### config.mk
export PLATFORM = sky130hd
export DESIGN_NAME = permutation_power_transposition_unit
export DESIGN_NICKNAME = d
export VERILOG_FILES = /design/src/design/ppt_pkg.sv /design/src/design/ppt_front.sv /design/src/design/ppt_back.sv /design/src/design/permutation_power_transposition_unit.sv
export VERILOG_INCLUDE_DIRS = /design/src /design/src/design
export SDC_FILE = /design/constraint.sdc
export NUM_CORES = 2
export LEC_CHECK = 0
export BUFFER_PORTS_ARGS = -buffer_cell sky130_fd_sc_hd__buf_4
export CAP_MARGIN = 5
export CORE_MARGIN = 1
export CORE_UTILIZATION = 54
export CTS_BUF_LIST = sky130_fd_sc_hd__clkbuf_4
export CTS_CLUSTER_DIAMETER = 80
export DETAILED_ROUTE_END_ITERATION = 7
export PLACE_DENSITY = 0.67
export SYNTH_ARGS = -nofsm -noshare
export SYNTH_HDL_FRONTEND = slang
export SYNTH_SLANG_ARGS = --single-unit
### constraint.sdc
create_clock -name clk -period 8.2 [get_ports clk]
set_input_delay 0 -clock clk [delete_from_list [all_inputs] [get_ports clk]]
set_output_delay 0 -clock clk [all_outputs]
set_load 0.05 [all_outputs]
### src/design/permutation_power_transposition_unit_defines.svh
// assertion macros for the permutation power transposition unit
`ifndef PERMUTATION_POWER_TRANSPOSITION_UNIT_DEFINES_SVH
`define PERMUTATION_POWER_TRANSPOSITION_UNIT_DEFINES_SVH
// clocked implication with synchronous active-low reset
`define PPT_ASSERT(label, clk, rst_n, prop, msg) \
  label: assert property (@(posedge clk) disable iff (!rst_n) prop) else $error(msg);
// holds in every cycle out of reset
`define PPT_ASSERT_ALWAYS(label, clk, rst_n, expr, msg) \
  label: assert property (@(posedge clk) disable iff (!rst_n) (expr)) else $error(msg);
`endif

### src/design/ppt_pkg.sv
// shared types and constants for the permutation power transposition unit
package ppt_pkg;
  localparam int unsigned MaxLen = 64;
  localparam logic [7:0] SpaceChar = 8'h20;
  localparam int unsigned QueueDepth = 2;

  typedef enum logic [1:0] {
    OP_LOAD  = 2'd0,
    OP_START = 2'd1,
    OP_BYTE  = 2'd2,
    OP_NONE  = 2'd3
  } op_t;

  // classified request from the front part
  typedef struct packed {
    op_t         op;
    logic [5:0]  position;
    logic [5:0]  target;
    logic [30:0] power;
    logic [7:0]  data;
    logic        last;
  } req_t;

  typedef enum logic [3:0] {
    ST_IDLE,
    ST_FILL,
    ST_WALK_STEP,
    ST_DIV_INIT,
    ST_DIV_RUN,
    ST_MOVE_READ,
    ST_MOVE_STEP,
    ST_MOVE_WRITE,
    ST_EMIT_READ,
    ST_EMIT_WAIT
  } state_t;
endpackage

### src/design/ppt_front.sv
// front part: accepts requests, drops unused codes and queues them for the back part
module ppt_front (
  input  logic             clk,
  input  logic             rst_n,
  input  logic             in_valid,
  output logic             in_stall,
  input  logic [1:0]       in_op,
  input  logic [5:0]       in_position,
  input  logic [5:0]       in_target,
  input  logic [30:0]      in_power,
  input  logic [7:0]       in_byte_in,
  input  logic             in_last_in,
  output logic             q_valid,
  output ppt_pkg::req_t    q_req,
  input  logic             q_take
);
  localparam int unsigned Depth = ppt_pkg::QueueDepth;
  ppt_pkg::req_t mem_r [Depth];
  logic          wp_r, wp_nxt, rp_r, rp_nxt;
  logic [1:0]    cnt_r, cnt_nxt;
  logic          push, pop, keep;
  ppt_pkg::req_t req;

  assign in_stall = (cnt_r == 2'(Depth));
  assign keep     = (in_op != ppt_pkg::OP_NONE);
  assign push     = in_valid && !in_stall && keep;
  assign pop      = q_take && q_valid;
  assign q_valid  = (cnt_r != 2'd0);
  assign q_req    = mem_r[rp_r];

  always_comb begin
    req.op       = ppt_pkg::op_t'(in_op);
    req.position = in_position;
    req.target   = in_target;
    req.power    = in_power;
    req.data     = in_byte_in;
    req.last     = in_last_in;
    wp_nxt  = push ? ~wp_r : wp_r;
    rp_nxt  = pop ? ~rp_r : rp_r;
    cnt_nxt = cnt_r + {1'b0, push} - {1'b0, pop};
  end

  always_ff @(posedge clk) begin
    if (!rst_n) begin
      wp_r  <= 1'b0;
      rp_r  <= 1'b0;
      cnt_r <= 2'd0;
    end else begin
      wp_r  <= wp_nxt;
      rp_r  <= rp_nxt;
      cnt_r <= cnt_nxt;
    end
  end

  always_ff @(posedge clk) begin
    if (push) mem_r[wp_r] <= req;
  end
endmodule

### src/design/ppt_back.sv
// back part: permutation and message stores, cycle walk, power reduction, output
module ppt_back #(
  parameter int unsigned MAX_LEN = ppt_pkg::MaxLen
) (
  input  logic          clk,
  input  logic          rst_n,
  input  logic [6:0]    len,
  input  logic          q_valid,
  input  ppt_pkg::req_t q_req,
  output logic          q_take,
  output logic          out_valid,
  input  logic          out_stall,
  output logic [7:0]    out_byte_out,
  output logic [5:0]    out_out_position,
  output logic          out_last_out
);
  localparam int unsigned AW = (MAX_LEN > 1) ? $clog2(MAX_LEN) : 1;

  logic [5:0] perm_mem [MAX_LEN];
  logic [7:0] msg_mem  [MAX_LEN];
  logic [7:0] res_mem  [MAX_LEN];

  ppt_pkg::state_t st_r, st_nxt;
  logic [6:0]  cnt_r, cnt_nxt;     // byte_count
  logic [30:0] pw_r, pw_nxt;
  logic [6:0]  i_r, i_nxt;         // source position
  logic [5:0]  cur_r, cur_nxt;
  logic [6:0]  s_r, s_nxt;         // step count / cycle length
  logic [6:0]  steps_r, steps_nxt;
  logic [30:0] rem_r, rem_nxt;     // restoring division remainder
  logic [4:0]  bit_r, bit_nxt;
  logic [7:0]  mb_r;

  logic [5:0]  pt_r;
  logic [5:0]  nx;
  logic [31:0] trial;
  logic        obuf_v_r, obuf_v_nxt;
  logic [7:0]  ob_r;
  logic        ob_ld;
  logic [5:0]  op_r, op_nxt;
  logic        ol_r, ol_nxt;
  logic        res_we, msg_we, perm_we;
  logic [AW-1:0] res_wa, msg_wa;
  logic [7:0]  res_wd, msg_wd;

  assign nx = ({1'b0, pt_r} < len) ? pt_r : cur_r;
  assign trial = {rem_r, pw_r[bit_r]} - {25'd0, s_r};
  assign out_valid = obuf_v_r;
  assign out_byte_out = ob_r;
  assign out_out_position = op_r;
  assign out_last_out = ol_r;
  assign perm_we = (st_r == ppt_pkg::ST_IDLE) && q_valid && q_req.op == ppt_pkg::OP_LOAD
                   && (32'(q_req.position) < MAX_LEN);

  always_comb begin
    st_nxt = st_r; cnt_nxt = cnt_r; pw_nxt = pw_r; i_nxt = i_r; cur_nxt = cur_r;
    s_nxt = s_r; steps_nxt = steps_r; rem_nxt = rem_r; bit_nxt = bit_r;
    obuf_v_nxt = obuf_v_r && out_stall; ob_ld = 1'b0; op_nxt = op_r; ol_nxt = ol_r;
    q_take = 1'b0;
    res_we = 1'b0; res_wa = i_r[AW-1:0]; res_wd = ppt_pkg::SpaceChar;
    msg_we = 1'b0; msg_wa = cnt_r[AW-1:0]; msg_wd = q_req.data;
    unique case (st_r)
      ppt_pkg::ST_IDLE: begin
        if (q_valid) begin
          q_take = 1'b1;
          unique case (q_req.op)
            ppt_pkg::OP_START: begin
              pw_nxt = q_req.power;
              cnt_nxt = 7'd0;
            end
            ppt_pkg::OP_BYTE: begin
              if (cnt_r < len) begin
                msg_we = 1'b1;
                cnt_nxt = cnt_r + 7'd1;
              end
              if (q_req.last) begin
                st_nxt = ppt_pkg::ST_FILL;
                i_nxt = 7'd0;
              end
            end
            default: ;
          endcase
        end
      end
      // pad message tail and clear the result store
      ppt_pkg::ST_FILL: begin
        res_we = 1'b1;
        if (i_r >= cnt_r) begin
          msg_we = 1'b1; msg_wa = i_r[AW-1:0]; msg_wd = ppt_pkg::SpaceChar;
        end
        if (i_r + 7'd1 == len) begin
          st_nxt = ppt_pkg::ST_WALK_STEP;
          cnt_nxt = 7'd0;
          i_nxt = 7'd0;
          cur_nxt = 6'd0;
          s_nxt = 7'd1;
        end else begin
          i_nxt = i_r + 7'd1;
        end
      end
      // walk from i until it returns, counting the cycle length
      ppt_pkg::ST_WALK_STEP: begin
        cur_nxt = nx;
        if (nx == i_r[5:0]) begin
          st_nxt = ppt_pkg::ST_DIV_INIT;
        end else if (s_r == len) begin
          s_nxt = 7'd0;
          st_nxt = ppt_pkg::ST_DIV_INIT;
        end else begin
          s_nxt = s_r + 7'd1;
        end
      end
      ppt_pkg::ST_DIV_INIT: begin
        rem_nxt = 31'd0;
        bit_nxt = 5'd30;
        if (s_r == 7'd0) begin
          steps_nxt = 7'd0;
          st_nxt = ppt_pkg::ST_MOVE_READ;
        end else begin
          st_nxt = ppt_pkg::ST_DIV_RUN;
        end
      end
      // one remainder bit per cycle
      ppt_pkg::ST_DIV_RUN: begin
        if (!trial[31]) rem_nxt = trial[30:0];
        else rem_nxt = {rem_r[29:0], pw_r[bit_r]};
        if (bit_r == 5'd0) begin
          st_nxt = ppt_pkg::ST_MOVE_READ;
          steps_nxt = (!trial[31]) ? trial[6:0] : {rem_r[5:0], pw_r[0]};
        end else begin
          bit_nxt = bit_r - 5'd1;
        end
      end
      ppt_pkg::ST_MOVE_READ: begin
        cur_nxt = i_r[5:0];
        st_nxt = (steps_r == 7'd0) ? ppt_pkg::ST_MOVE_WRITE : ppt_pkg::ST_MOVE_STEP;
      end
      ppt_pkg::ST_MOVE_STEP: begin
        cur_nxt = nx;
        steps_nxt = steps_r - 7'd1;
        if (steps_r == 7'd1) st_nxt = ppt_pkg::ST_MOVE_WRITE;
      end
      ppt_pkg::ST_MOVE_WRITE: begin
        res_we = 1'b1; res_wa = cur_r[AW-1:0]; res_wd = mb_r;
        if (i_r + 7'd1 == len) begin
          i_nxt = 7'd0;
          st_nxt = ppt_pkg::ST_EMIT_READ;
        end else begin
          i_nxt = i_r + 7'd1;
          cur_nxt = i_nxt[5:0];
          s_nxt = 7'd1;
          st_nxt = ppt_pkg::ST_WALK_STEP;
        end
      end
      ppt_pkg::ST_EMIT_READ: begin
        if (!obuf_v_nxt) begin
          obuf_v_nxt = 1'b1;
          ob_ld = 1'b1;
          op_nxt = i_r[5:0];
          ol_nxt = (i_r + 7'd1 == len);
          if (i_r + 7'd1 == len) st_nxt = ppt_pkg::ST_EMIT_WAIT;
          else i_nxt = i_r + 7'd1;
        end
      end
      ppt_pkg::ST_EMIT_WAIT: begin
        st_nxt = ppt_pkg::ST_IDLE;
      end
      default: st_nxt = ppt_pkg::ST_IDLE;
    endcase
  end

  always_ff @(posedge clk) begin
    if (!rst_n) begin
      st_r <= ppt_pkg::ST_IDLE;
      cnt_r <= 7'd0;
      pw_r <= 31'd0;
      obuf_v_r <= 1'b0;
    end else begin
      st_r <= st_nxt;
      cnt_r <= cnt_nxt;
      pw_r <= pw_nxt;
      obuf_v_r <= obuf_v_nxt;
    end
  end

  always_ff @(posedge clk) begin
    i_r <= i_nxt; cur_r <= cur_nxt; s_r <= s_nxt; steps_r <= steps_nxt;
    rem_r <= rem_nxt; bit_r <= bit_nxt;
    op_r <= op_nxt; ol_r <= ol_nxt;
  end

  always_ff @(posedge clk) begin
    if (perm_we) perm_mem[q_req.position[AW-1:0]] <= q_req.target;
    if (msg_we) msg_mem[msg_wa] <= msg_wd;
    if (res_we) res_mem[res_wa] <= res_wd;
    // table read follows the next walk address so pt_r matches cur_r
    pt_r <= perm_mem[cur_nxt[AW-1:0]];
    if (st_r == ppt_pkg::ST_MOVE_READ) mb_r <= msg_mem[i_r[AW-1:0]];
    if (ob_ld) ob_r <= res_mem[i_r[AW-1:0]];
  end
endmodule

### src/design/permutation_power_transposition_unit.sv
// top level of the permutation power transposition unit
// load, start and byte requests are taken one per cycle while the front queue is not full;
// the back part takes them from the queue only while idle. a last byte fills all len positions,
// then per position a walk of up to len steps, a restoring division of the power by the cycle
// length, a read, up to len-1 move steps and a write, then len outputs, via the single walk unit
// synchronous active-low reset clears control, byte count, power and length (MAX_LEN, 64 by default)
`include "permutation_power_transposition_unit_defines.svh"
module permutation_power_transposition_unit #(
  parameter int unsigned MAX_LEN = ppt_pkg::MaxLen
) (
  input  logic        clk,
  input  logic        rst_n,
  input  logic        in_valid,
  output logic        in_stall,
  input  logic [1:0]  in_op,
  input  logic [5:0]  in_position,
  input  logic [5:0]  in_target,
  input  logic [30:0] in_power,
  input  logic [7:0]  in_byte_in,
  input  logic        in_last_in,
  output logic        out_valid,
  input  logic        out_stall,
  output logic [7:0]  out_byte_out,
  output logic [5:0]  out_out_position,
  output logic        out_last_out,
  input  logic        cfg_valid,
  output logic        cfg_ready,
  input  logic [6:0]  cfg_length_in_use
);
  logic [6:0]    len_r, len_nxt;
  logic          q_valid, q_take;
  ppt_pkg::req_t q_req;

  assign cfg_ready = 1'b1;

  always_comb begin
    len_nxt = len_r;
    if (cfg_valid) begin
      if (cfg_length_in_use == 7'd0) len_nxt = 7'd1;
      else if (32'(cfg_length_in_use) > MAX_LEN) len_nxt = 7'(MAX_LEN);
      else len_nxt = cfg_length_in_use;
    end
  end

  always_ff @(posedge clk) begin
    if (!rst_n) len_r <= 7'(MAX_LEN);
    else len_r <= len_nxt;
  end

  ppt_front u_front (
    .clk, .rst_n, .in_valid, .in_stall, .in_op, .in_position, .in_target,
    .in_power, .in_byte_in, .in_last_in, .q_valid, .q_req, .q_take
  );

  ppt_back #(.MAX_LEN(MAX_LEN)) u_back (
    .clk, .rst_n, .len(len_r), .q_valid, .q_req, .q_take,
    .out_valid, .out_stall, .out_byte_out, .out_out_position, .out_last_out
  );

  `PPT_ASSERT(a_out_hold, clk, rst_n, out_valid && out_stall |=> out_valid && $stable(out_out_position), "result dropped while stalled")
  `PPT_ASSERT_ALWAYS(a_len_range, clk, rst_n, len_r != 7'd0 && 32'(len_r) <= MAX_LEN, "length out of range")
  `PPT_ASSERT(a_last_pos, clk, rst_n, out_valid && out_last_out |-> out_out_position == 6'(len_r - 7'd1), "last mark misplaced")
endmodule
=== Word-level counts from Yosys, hierarchy flattened ===
Memory sizes are Yosys's and may differ from the RTL's. A register that Yosys moved wholly into a read port is not among the register bits.
Cells that the tools add are included.

* $add $sub $neg: 8
* $lt $le $gt $ge: 5
* Eq/ne operators: 32
* Muxes and demuxes: 74
* Bitwise gates (word level): 3
* Reductions and logical operators: 29

{| class="wikitable"
|+ Operators with widths
! cell !! count
|-
| $mux 7 || 18
|-
| $pmux 7 s3 || 3
|-
| $pmux 31 s2 || 1
|-
| $mux 4 || 11
|-
| $mux 6 || 6
|-
| $pmux 4 s9 || 1
|-
| $sub 32x7->32 || 1
|-
| $mux 31 || 1
|-
| $pmux 7 s2 || 2
|-
| $mux 8 || 3
|-
| $pmux 6 s4 || 1
|-
| $mux 1 || 23
|-
| $add 7x1->7 const B || 3
|-
| $logic_not 7->1 || 3
|-
| $eq 4x3->1 const B || 4
|-
| $ne 2x2->1 const B || 8
|-
| $eq 7x7->1 || 2
|-
| $ne 2x1->1 const B || 6
|-
| $pmux 5 s2 || 1
|-
| $reduce_and 9->1 || 1
|-
| $reduce_bool 3->1 || 3
|-
| $eq 4x2->1 const B || 2
|-
| $eq 7x1->1 const B || 1
|-
| $ge 7x7->1 || 1
|-
| other kinds (31) || 45
|}

* Register bits after elaboration: 124
* RAM bits: 1516
* Input port bits: 66
* Output and inout port bits: 18
* Word-level logic and storage cells: 171
* Memories: 4

{| class="wikitable"
|+ Memories
! name !! words !! bits a word !! rd ports !! clocked after memory_dff !! wr ports !! RTL line !! text
|-
| u_back.msg_mem || 64 || 8 || 1 || 1 || 1 || ppt_back.sv:20 || <nowiki>logic [7:0] msg_mem [MAX_LEN];</nowiki>
|-
| u_back.res_mem || 64 || 8 || 1 || 1 || 1 || ppt_back.sv:21 || <nowiki>logic [7:0] res_mem [MAX_LEN];</nowiki>
|-
| u_back.perm_mem || 64 || 6 || 1 || 1 || 1 || ppt_back.sv:19 || <nowiki>logic [5:0] perm_mem [MAX_LEN];</nowiki>
|-
| u_front.mem_r || 2 || 54 || 1 || 1 || 1 || ppt_front.sv:18 || <nowiki>ppt_pkg::req_t mem_r [Depth];</nowiki>
|}

=== Longest topological paths before layout ===
* Depth after elaboration: 7
* Gate-level depth with buffers: 19
* Depth with buffers taken out: 17

=== Hierarchy ===
From an unflattened synthesis, not the netlist that was laid out.

* Cells, all modules: 3949
* Area total of the unflattened synthesis: 67523.5 µm²

{| class="wikitable"
|+ By module, submodules not included
! module !! instances !! cells an instance !! area each (µm²) !! sequential area each (µm²)
|-
| ppt_back || 1 || 3718 || 62802.7 || 45783.9
|-
| ppt_front || 1 || 194 || 4410.5 || 3343.2
|-
| permutation_power_transposition_unit || 1 || 37 || 310.3 || 140.1
|}

=== Worst setup path after synthesis ===
OpenSTA, ideal clock, no wires.

* Kind: register to register
* Start point: register u_back.i_r[0]
* End point: memory u_back.msg_mem[0][0] (data pin)
* Library setup time: 0.499 ns
* Arrival time: 5.340 ns
* Data required time: 7.701 ns
* Slack: 2.361 ns
* Stages on the path, launching flop included: 18
* Buffers on the path: 6
* Period minus slack after synthesis: 5.839 ns
* Cell sequence: edfxtp_1 buf_2 clkbuf_1 buf_1 clkbuf_1 inv_1 ha_1 nand2b_1 a21o_1 a21o_1 a21o_1 a21o_1 a21o_1 a21o_1 and2_1 clkbuf_1 clkbuf_1 nor2_1

* Longest elaborated chain between the ends: 3

{| class="wikitable"
|+ RTL lines
! element !! RTL line !! text
|-
| start: declaration || ppt_back.sv:26 || <nowiki>logic [6:0] i_r, i_nxt;</nowiki>
|-
| start signal: assignment || ppt_back.sv:187 || <nowiki>i_r <= i_nxt; cur_r <= cur_nxt; s_r <= s_nxt; steps_r <= steps_nxt;</nowiki>
|-
| $ge 7x7->1 || ppt_back.sv:88 || <nowiki>if (i_r >= cnt_r) begin</nowiki>
|-
| $mux 8 || ppt_back.sv:88 ||
|-
| $mux 8 || ppt_back.sv:62 || <nowiki>unique case (st_r)</nowiki>
|-
| named net u_back.msg_wd[0] || ppt_back.sv:44 || <nowiki>logic [7:0] res_wd, msg_wd;</nowiki>
|-
| end: declaration || ppt_back.sv:20 ||
|}

The timed path passes the listed nets, and every way through them passes these cells.

=== Final worst setup path ===
* Start point: register u_back.i_r[0]
* End point: register u_back.pt_r[4] (read register of u_back.perm_mem)

* Longest elaborated chain between the ends: 4
* Elaborated cells between the ends (all ways): 5
* Those cells by class: add/sub: 1; eq/ne: 1; mux: 3

{| class="wikitable"
|+ RTL lines
! element !! RTL line !! text
|-
| $add 7x1->7 || ppt_back.sv:91, ppt_back.sv:145, ppt_back.sv:149 ||
|-
| $eq 7x7->1 || ppt_back.sv:91, ppt_back.sv:145 ||
|-
| $mux 6, on equally long branches || ppt_back.sv:145, ppt_back.sv:91 ||
|-
| $pmux 6 s4 * || ppt_back.sv:62 ||
|-
| end: declaration || ppt_back.sv:34 || <nowiki>logic [5:0] pt_r;</nowiki>
|}

Every way passes the cells marked *; elsewhere a longest branch is shown, timed or not.
A chain may end at the register's enable or synchronous reset.

==> reports/results.ini <==
[status]
status = finished, violations left
violations = DRC

[power]
power_frac_seq_pct = 44.5
p_switching_mw = 7.26
sw_frac_of_total_pct = 31.8
p_clk_share_pct = 29.3
ir_worst_vdd_mv = 0.233
leakage_nw = 25.6
power.total_mw = 22.8
p_int_mw = 15.5
pwr-share-comb_pct = 26.2
power_density_nw_per_um2 = 297

[sta]
fmax_ghz = 0.175
period_share_pct = 69.7
clock_skew_ps = 109
rsz0062_at_grt = false
maxSlewHeadroom_pct = 15.5
setup_violations = 0
hold_violations = 0
fin_setup_tns_ps = 0
min_period_ps = 5720
drv_slew = 0
worst_pin_slew_ps = 1270

[global_routing]
gr-usage-all-layers_pct = 26.3
grt_max_degree = 150
overflow = 0
grt_first_pass_wirelength_um = 247000
grt_pass1_vias = 39600
antenna_found_initial = 4

[synth]
synth_edf_count = 1596
synthesis.area_um2 = 67500
postSynthCellCount = 3919
synthAdderAreaFrac_pct = 0.716
yosysSeqAreaShare_pct = 73.0
synth_top_family_by_area = multiplexers
synth_flop_cell = edfxtp_1
avgSynthCellArea_um2 = 17.2
synth_compound_area_share_pct = 4.97
synth-xor-area-share_pct = 0.964
synth-simple-area-share_pct = 6.48
synth_fp_nets = 4023
synth_area_leaders = edfxtp_1, mux4_2, dfxtp_1
async_reset_ff_share_pct = 0
yosysUniqueCellTypes = 88
yosys_register_bits = 1663
yosysTopAreaCell = edfxtp_1
muxShareOfSynthArea_pct = 12.1
synth_warnings = 0
synth_top_area_share_pct = 71.0

[cells_and_area]
drive_above_1_share_pct = 24.3
nFillCells = 8892
areaGrowthSynthToFinish_pct = 13.7
final_common_cell = edfxtp_1
nets = 4543
layout_common_cells = edfxtp_1, clkbuf_4, nor2_1

[worst_setup_path]
max_stage_delay_ps = 870
startpoint_type = register
critPathCaptureType = register
slowest_stage = or2_2
crit-reg2reg-launch = u_back.i_r[0]
crit_chain = buf_4 > ha_1 > nand3_1 > xnor3_1 > a21boi_1 > o2111a_2 > a211oi_2 > or2_2 > nor2_8 > inv_4 > a211oi_1 > o41ai_1 > a31oi_1 > a22oi_1
cp-startpoint = u_back.i_r[0]
worst_ep_arrival_time_ps = 6880
worst_r2r_path_depth = 14
path_max_fanout = 78
required_ps = 9360
crit_type = register to register

[worst_hold_path]
whs_path_depth = 5
hold_path.startpoint = cfg_valid
hold_path_class = input port to register

[die]
die_height_um = 355
die_area_um2 = 126000
die_x_um = 355
fp.coreArea_um2 = 124000
start_util_pct = 54.5
std_cell_rows = 129
io_pins = 84

[run]
drv_cap = 0

[drt]
dr_total_vias = 39000
ant_nets = 0
vias_per_cell = 6.13
drc_errors = 6
wl_per_cell_um = 25.7
drt_iter0_markers = 3953
firstDrtPassIters = 8
finalWirelength_um = 164000

[clock_tree]
cts_setup_buffers = 0
cts_tree = done
insertion_delay_ps = 1270
cts_max_path_buffers = 4
cts.sink_count = 1663
cts_root_buffer = clkbuf_4
clk_pin_slew_ps = 80
h-tree-depth = 5
ctsHoldBuffers = 188
tritoncts.num_buffers = 424
cts_resized = 0

[placement]
dp_hpwl_um = 93500
io_buffer_count = 82
gp_congestion = 0.883

## metrics by stage
step | cell area (um2) | setup WS [ps] | utilization (%) | hold WS (ps) | instances
floorplan | 67500 | 2360 | - | 76.2 | 3919
global placement | 69800 | 2510 | 56.4 | 185 | 5461
detailed placement | 69800 | 2540 | 56.4 | 187 | 5462
CTS | 76700 | 2570 | 62.0 | 90.3 | 6362
global route | 76700 | 2140 | 62.0 | 147 | 6368
finish | 76700 | 2480 | 62.0 | 288 | 6368
## power by group through the flow
stage	Clock [mW]	Sequential (mW)	Combinational, mW
floorplan	0	10.2	4.02
global placement	0	10.3	5.79
detailed placement	0	10.3	5.85
CTS	6.79	10.1	5.93
global route	7.24	10.2	6.36
finish	6.68	10.1	5.96
## state kept, by name, summed over array words and instances (netlist names), 2 cells and up, named ones only
name                     flops
u_back.st_r                  4
u_back.pw_r                 31
u_back.s_r                   7
u_back.res_mem             512
u_back.cur_r                 6
len_r                        7
u_back.out_byte_out          8
u_back.perm_mem            384
u_back.steps_r               7
u_back.cnt_r                 7
u_back.out_out_position      6
u_back.pt_r                  6
u_back.i_r                   7
u_front.mem_r              108
u_back.rem_r                31
u_back.bit_r                 5
u_front.cnt_r                2
u_back.msg_mem             512
u_back.mb_r                  8
## path summary, 6_finish.rpt
kind                endpoint  slack, ps
min reg2reg  u_back.pw_r[22]        490
max           u_back.pt_r[4]       2480
max reg2reg   u_back.pt_r[4]       2480
min                 len_r[6]        290
## critical path, delay by kind of cell, from the launching register on
family / cells / cell delay, ps
AO/OA/AOI/OAI: 7 / 1940
buffers and inverters: 2 / 1480
AND/OR/NAND/NOR: 3 / 1240
adder cells (fa/ha/maj): 1 / 380
flip-flops: 1 / 350
XOR/XNOR: 1 / 210
## Yosys cell counts (all sizes together) (6+ instances only)
cell type	number
edfxtp	1596
clkbuf	167
or2	6
a211oi	43
a221oi	19
a32oi	8
ha	37
mux2	31
nor3	29
and2	20
mux4	297
nand3b	7
or3	14
nor4	16
buf	68
a211o	65
and3	70
nand4	69
a21oi	57
xor2	27
dfxtp	67
a31oi	38
a21o	18
nor2b	9
inv	55
o21ai	159
o32ai	8
a22oi	17
nand2b	16
a311oi	12
mux2i	115
or4	7
xnor2	43
nor2	323
nand2	133
nand3	188
o22ai	16
## kinds of logic after synthesis
family / Yosys count
other: 1
muxes: 443
adders and majority gates: 38
DFF: 1663
AOI/OAI and AO/OA: 500
and+or+nand+nor: 912
buffers and inverters: 291
xor gates and xnor gates: 71
## final cells by class
cell class                 count  area [um2]  share of cell area (%)
antenna                        6        15.0                  0.0196
clock buffer                 606        4550                    5.93
clock inverter               106         468                   0.610
inverter                      56         213                   0.277
multi-input combinational   1965       17200                    22.4
sequential                  1663       49300                    64.2
tap                         1637        2050                    2.67
timing repair buffer         329        2950                    3.85
## layer usage
metal  global-route usage [%]  vias to the layer above  routed length [um]
met5                        0                        -                   0
met4                     10.6                        0                4790
met3                     5.34                      343               13100
met2                     41.5                     1893               80000
met1                     36.0                    19800               65900
li1                         -                    17000                   -
(Power assumes the default switching activity.)
